[config.mk]
export PLATFORM = sky130hd
export DESIGN_NAME = obb_ovl_sep
export DESIGN_NICKNAME = d
export VERILOG_FILES = /design/src/hdl/obb_2d_overlap_test_unit_macros.svh /design/src/hdl/obb_ovl_pkg.sv /design/src/hdl/obb_ovl_sep.sv
export SDC_FILE = /design/constraint.sdc
export NUM_CORES = 2
export LEC_CHECK = 0
export ABC_AREA = 1
export BUFFER_PORTS_ARGS = -buffer_cell sky130_fd_sc_hd__buf_2
export CORE_ASPECT_RATIO = 1.5
export CORE_MARGIN = 4
export CORE_UTILIZATION = 55
export CTS_CLUSTER_DIAMETER = 150
export DETAILED_ROUTE_END_ITERATION = 12
export GPL_TIMING_DRIVEN = 0
export HOLD_SLACK_MARGIN = 0.05
export PLACE_DENSITY = 0.78
export SYNTH_ARGS = -nofsm -noshare
export SYNTH_HDL_FRONTEND = slang
export SYNTH_SLANG_ARGS = --single-unit
export TNS_END_PERCENT = 5
[constraint.sdc]
create_clock -name clk -period 20.3 [get_ports clk]
set_clock_uncertainty 0.1 [all_clocks]
set_input_delay 5.075 -clock clk [delete_from_list [all_inputs] [get_ports clk]]
set_output_delay 5.075 -clock clk [all_outputs]
set_load 0.05 [all_outputs]
[src/hdl/obb_2d_overlap_test_unit_macros.svh]
// Assertion macros for the oriented box overlap test unit.
// Expects clk and arst_n in the scope of use.
`ifndef OBB_2D_OVERLAP_TEST_UNIT_MACROS_SVH
`define OBB_2D_OVERLAP_TEST_UNIT_MACROS_SVH

// same-cycle implication, disabled during reset
`define OBB_ASSERT_NOW(lbl, ante, cons, msg) \
	lbl: assert property (@(posedge clk) disable iff (!arst_n) (ante) |-> (cons)) \
		else $error(msg);

// next-cycle implication, disabled during reset
`define OBB_ASSERT_NEXT(lbl, ante, cons, msg) \
	lbl: assert property (@(posedge clk) disable iff (!arst_n) (ante) |=> (cons)) \
		else $error(msg);

`endif

[src/hdl/obb_ovl_pkg.sv]
// Shared widths, types and helpers for the oriented box overlap test.
// No dependencies.
package obb_ovl_pkg;

	localparam int unsigned CW        = 24;
	localparam int unsigned NAXIS     = 4;
	localparam int unsigned NPAIR     = NAXIS * (NAXIS + 1) / 2;
	localparam int unsigned NFIELD    = 12;
	localparam int unsigned S_TDATA_W = ((NFIELD * CW + 7) / 8) * 8;
	localparam int unsigned AXIS_W    = 3;
	localparam int unsigned M_TDATA_W = 8;

	// input field order inside s_tdata
	localparam int unsigned F_LCX = 0;
	localparam int unsigned F_LCY = 1;
	localparam int unsigned F_LAX = 2;
	localparam int unsigned F_LAY = 3;
	localparam int unsigned F_LBX = 4;
	localparam int unsigned F_LBY = 5;
	localparam int unsigned F_RCX = 6;
	localparam int unsigned F_RCY = 7;
	localparam int unsigned F_RAX = 8;
	localparam int unsigned F_RAY = 9;
	localparam int unsigned F_RBX = 10;
	localparam int unsigned F_RBY = 11;

	typedef logic signed [CW-1:0]     coord_t;
	typedef logic signed [CW:0]       diff_t;
	typedef logic signed [2*CW-1:0]   eprod_t;
	typedef logic signed [2*CW:0]     dprod_t;
	typedef logic signed [2*CW+1:0]   dot_t;
	typedef logic        [2*CW+1:0]   mag_t;
	typedef logic        [AXIS_W-1:0] axis_t;

	localparam axis_t AXIS_NONE = axis_t'(NAXIS);

	// slot of the unordered edge pair (a, b) in the triangular list
	function automatic int unsigned pair_idx(input int unsigned a, input int unsigned b);
		int unsigned lo;
		int unsigned hi;
		lo = (a < b) ? a : b;
		hi = (a < b) ? b : a;
		return lo * NAXIS - ((lo * (lo - 1)) >> 1) + hi - lo;
	endfunction

endpackage

[src/hdl/obb_ovl_sep.sv]
// Per-axis projection sums, separation compare and axis encode (stages 4 and 5).
// Depends on obb_ovl_pkg.
module obb_ovl_sep (
	input  logic                 clk,
	input  logic                 arst_n,
	input  logic                 valid_s3,
	input  obb_ovl_pkg::mag_t    ee_mag_s3 [obb_ovl_pkg::NPAIR],
	input  obb_ovl_pkg::mag_t    ed_mag_s3 [obb_ovl_pkg::NAXIS],
	output logic                 ready_up,
	input  logic                 ready_down,
	output logic                 valid_s5,
	output logic                 overlaps_s5,
	output obb_ovl_pkg::axis_t   axis_s5
);

	logic                                en4;
	logic                                en5;
	logic                                valid_s4;
	obb_ovl_pkg::mag_t                   sum [obb_ovl_pkg::NAXIS];
	obb_ovl_pkg::mag_t                   sum_s4 [obb_ovl_pkg::NAXIS];
	obb_ovl_pkg::mag_t                   c2_s4 [obb_ovl_pkg::NAXIS];
	logic [obb_ovl_pkg::NAXIS-1:0]       sep;
	obb_ovl_pkg::axis_t                  axis;

	assign en5      = !valid_s5 || ready_down;
	assign en4      = !valid_s4 || en5;
	assign ready_up = en4;

	always_ff @(posedge clk or negedge arst_n) begin
		if (!arst_n) begin
			valid_s4 <= 1'b0;
			valid_s5 <= 1'b0;
		end else begin
			if (en4) begin
				valid_s4 <= valid_s3;
			end
			if (en5) begin
				valid_s5 <= valid_s4;
			end
		end
	end

	always_comb begin
		for (int i = 0; i < obb_ovl_pkg::NAXIS; i++) begin
			sum[i] = '0;
			for (int j = 0; j < obb_ovl_pkg::NAXIS; j++) begin
				sum[i] = sum[i] + ee_mag_s3[obb_ovl_pkg::pair_idx(i, j)];
			end
		end
	end

	always_ff @(posedge clk) begin
		if (en4 && valid_s3) begin
			sum_s4 <= sum;
			for (int i = 0; i < obb_ovl_pkg::NAXIS; i++) begin
				c2_s4[i] <= ed_mag_s3[i] << 1;
			end
		end
	end

	// lowest separating axis wins
	always_comb begin
		axis = obb_ovl_pkg::AXIS_NONE;
		for (int i = 0; i < obb_ovl_pkg::NAXIS; i++) begin
			sep[i] = sum_s4[i] < c2_s4[i];
		end
		for (int i = obb_ovl_pkg::NAXIS - 1; i >= 0; i--) begin
			if (sep[i]) begin
				axis = obb_ovl_pkg::axis_t'(i);
			end
		end
	end

	always_ff @(posedge clk) begin
		if (en5 && valid_s4) begin
			overlaps_s5 <= ~|sep;
			axis_s5     <= axis;
		end
	end

endmodule

==> impl_summary.log <==
[metrics] placed inst area: 46,800 sq um
[metrics] register area share after synthesis: 0.285
[metrics] clk buf depth: 3
[metrics] required time of the critical path: 15.12 ns
[metrics] worst setup path category: input pin to output pin
[metrics] clock-pin slew reported for the worst setup and hold paths after clock tree synthesis: 0.07 ns
[metrics] Initial Util: 0.557
[metrics] average footprint of a synthesized cell: around 8.2 sq um
[metrics] combinational family with the most area after synthesis: adder cells
[metrics] final wirelength: 183,000 um
[metrics] post-layout worst setup margin: 9.51 ns
[metrics] Static Leakage: 25.7 nW
[metrics] total of buffers placed on input and output ports: 705
[metrics] top flip-flop cell by instance count after synthesis: sky130_fd_sc_hd__edfxtp_1
[metrics] crit-path max FO: 3
[metrics] vias in the first global route: a little under 40k
[metrics] RR Endpoint: axis_s5[1]$_SDFFCE_PP0P_
[metrics] reported net switching power: 2.63 mW
[metrics] number of clock sinks: around 400
[metrics] Max-slew headroom: 0.432
[metrics] area growth from synthesis to layout: 15.1%
[metrics] capturing element of the worst setup path: ready_up
[metrics] Top-Level Pins: 710
[metrics] Cells after Synth: 5,097
[metrics] number of max-slew violations in the final report: 0
[metrics] register-to-register path setup slack: 16.96 ns
[metrics] count of unique library cells instantiated by Yosys: 35
[metrics] TritonCTS clock tree: yes
[metrics] post-CTS setup buffer count: 0
[metrics] post-route standard cell area excluding fillers: 48,300 sq um
[metrics] setup repair after global routing missed its margin: no
[metrics] Peak Freq: around 90 MHz
[metrics] maxcap violations: 0
[metrics] Nets: ~7.3k
[metrics] multi-input logic area: between 20,000 and 25,000 sq um
[metrics] share of synthesized cell area in full adder, half adder and majority cells: 0.302
[metrics] most frequent cells after synthesis: sky130_fd_sc_hd__inv_1 (1,392), sky130_fd_sc_hd__nand2_1 (980), sky130_fd_sc_hd__edfxtp_1 (396), sky130_fd_sc_hd__fa_1 (392), sky130_fd_sc_hd__ha_1 (384)
[metrics] crit path launch: ready_down
[metrics] hold-fix buffer count after cts: 0
[metrics] wire length of the first global-routing pass: ~250,000 um
[metrics] Filler cells: 6,239
[metrics] xor and xnor fraction of the mapped netlist area: 0.0274
[metrics] maximum ir drop on the vdd rail: 68.9 uV
[metrics] clock root buffer: sky130_fd_sc_hd__clkbuf_16
[metrics] length in cells of the worst reg-to-reg path: 9
[metrics] routed vias: around 38k
[metrics] floorplan core area: 75,300 sq um
[metrics] arrival time of data at the critical path endpoint: 5.62 ns
[metrics] Synth Net Count: 6,577
[metrics] GR Overflow Total: 0
[metrics] shortest clock period the worst path allows after layout: 10.79 ns
[metrics] detailed-route DRC error count: 0
[metrics] final count of negative-setup-slack endpoints: 0
[metrics] count of flip-flops with a built-in enable after synthesis: just under 400
[metrics] cell types with the largest area share after synthesis: sky130_fd_sc_hd__edfxtp_1 (28%), sky130_fd_sc_hd__fa_1 (19%), sky130_fd_sc_hd__inv_1 (12%), sky130_fd_sc_hd__ha_1 (11%), sky130_fd_sc_hd__nand2_1 (8.8%)
[metrics] area share of the largest cell type after synthesis: 0.283
[metrics] Netlist Area Pre-Place: 41,900 sq um
[metrics] outcome: finished clean
[metrics] library cell with the highest instance count after synthesis: sky130_fd_sc_hd__inv_1
[metrics] Die Ht: 346 um
[metrics] area leader, netlist: sky130_fd_sc_hd__edfxtp_1
[metrics] GR Util All Layers: 0.442
[metrics] share of synthesized area spent on multiplexers: 0
[metrics] residual antenna-violating net count after detailed routing: 0
[metrics] area share of and/or/nand/nor cells after synthesis: 0.167
[metrics] setup total negative slack: 0 ns
[metrics] Worst Max-Slew Pin Slew: 0.847 ns
[metrics] fraction of layout cells with a size suffix above 1: 0.161
[metrics] CP endpoint kind: output pin
[metrics] die outline width: 233 um
[metrics] Cell Int Power: 2.65 mW
[metrics] Ys Warns: 0
[metrics] post-synthesis sequential element count: between 300 and 400
[metrics] crit start category: input pin
[metrics] antenna violations before repair: 12
[metrics] WL/cell: 26.6 um
[metrics] clock insertion delay at the later pin of the skew report: 0.62 ns
[metrics] period utilisation layout: 0.532
[metrics] largest net degree at the start of global routing: 118
[metrics] per-cell via count in the routed design: 5.57
[metrics] cell row count: ~120
[metrics] pwr dens: about 110 nW/um^2
[metrics] weighted congestion reported at the end of routability-driven placement: 1.11
[metrics] number of CTS-inserted buffers: 42
[metrics] DP Wirelength: approximately 160,000 um
[metrics] complex-gate fraction of the synthesized area: 0.0910
[metrics] fraction of power consumed by combinational cells: 0.596
[metrics] drt first-iter violations: 3,664
[metrics] net switching fraction of the power: 0.498
[metrics] number of H-tree levels: 2
[metrics] full die area: 80,800 sq um
[metrics] drt pass-1 iters: 6
[metrics] async set-reset flop share out of synthesis: 0.00503
[metrics] r2r startpoint: sum_s4[137]$_DFFE_PP_
[metrics] Placement Setup Slack: ~9.5 ns
[metrics] sequential cell area: between 10,000 and 15,000 sq um
[metrics] final cell utilization of the core: 0.641
[metrics] part of the total power dissipated in sequential elements: 0.247
[metrics] number of gates resized after CTS: 0
[metrics] clock group share of total power: 0.157
[metrics] hold violation total from the final report: 0
[metrics] hold crit path type: flip-flop to flip-flop
[final cells by class]
type / count / share of cell area
Antenna cell: 7 / 0.000363
Clock buffer: 49 / 0.0225
Clock inverter: 29 / 0.00734
Inverter: 1428 / 0.111
Multi-Input combinational cell: 3271 / 0.510
Sequential cell: 398 / 0.247
Tap cell: 1000 / 0.0259
Timing Repair Buffer: 708 / 0.0748
[cell families after synthesis]
family,after synthesis
XOR/XNOR,131
AO/OA/AOI/OAI,683
adder cells (fa/ha/maj),776
AND/OR/NAND/NOR,1681
buffers and inverters,1428
flip-flops,398
[stage by stage]
step / hold WS [ns] / power (mW) / instances
global placement: 0.357 / 4.28 / 6802
floorplan: 0.347 / 3.17 / 5097
finish: 0.407 / 5.28 / 6890
CTS: 0.404 / 5.18 / 6883
global route: 0.429 / 5.54 / 6889
detailed placement: 0.388 / 4.33 / 6805
[worst max-delay path, stage by stage]
cell and delay, ns:
sky130_fd_sc_hd__buf_2 0.10, sky130_fd_sc_hd__inv_1 0.08, sky130_fd_sc_hd__nand3_1 0.12, sky130_fd_sc_hd__buf_2 0.24
[sequential cells by signal, summed over array words and instances (netlist names)]
signal	flops
axis_s5	3
c2_s4	196
valid_s4	1
overlaps_s5	1
sum_s4	196
valid_s5	1
[power groups by stage]
| stage | clock [mW] | sequential [mW] | combinational, mW |
|---|---|---|---|
| after floorplan | 0 | 1.30 | 1.87 |
| after global routing | 0.861 | 1.31 | 3.36 |
| after detailed placement | 0 | 1.31 | 3.01 |
| final | 0.830 | 1.30 | 3.15 |
| after global placement | 0 | 1.33 | 2.95 |
| after CTS | 0.831 | 1.30 | 3.05 |
[layout by cell type (no fill, tap or decap), types with 133 or more instances in the layout]
| cell | instances |
|---|---|
| sky130_fd_sc_hd__a21oi_1 | 367 |
| sky130_fd_sc_hd__buf_2 | 705 |
| sky130_fd_sc_hd__edfxtp_1 | 396 |
| sky130_fd_sc_hd__fa_1 | 392 |
| sky130_fd_sc_hd__ha_1 | 384 |
| sky130_fd_sc_hd__inv_1 | 1391 |
| sky130_fd_sc_hd__nand2_1 | 980 |
| sky130_fd_sc_hd__nand3_1 | 138 |
| sky130_fd_sc_hd__nor2_1 | 363 |
| sky130_fd_sc_hd__o21ai_0 | 133 |
[layer usage]
metal	vias up	wire length [um]	global-route usage
li1	17301	-	-
met1	18005	62300	0.490
met2	2373	85100	0.727
met3	708	14500	0.0763
met4	8	20900	0.386
met5	-	70	0
[worst min-delay path by stage]
stage | startpoint | endpoint | slack (ns) | depth (start not counted)
after floorplan | valid_s4$_DFFE_PN0N_ | valid_s5$_DFFE_PN0P_ | 0.35 | 2
after global placement | valid_s4$_DFFE_PN0N_ | valid_s5$_DFFE_PN0P_ | 0.36 | 2
after detailed placement | valid_s4$_DFFE_PN0N_ | valid_s5$_DFFE_PN0P_ | 0.39 | 2
after CTS | valid_s4$_DFFE_PN0N_ | valid_s5$_DFFE_PN0P_ | 0.40 | 2
after global routing | valid_s4$_DFFE_PN0N_ | valid_s5$_DFFE_PN0P_ | 0.43 | 2
final | valid_s4$_DFFE_PN0N_ | valid_s5$_DFFE_PN0P_ | 0.41 | 2
Note: power is estimated with default switching activity, not from simulation.
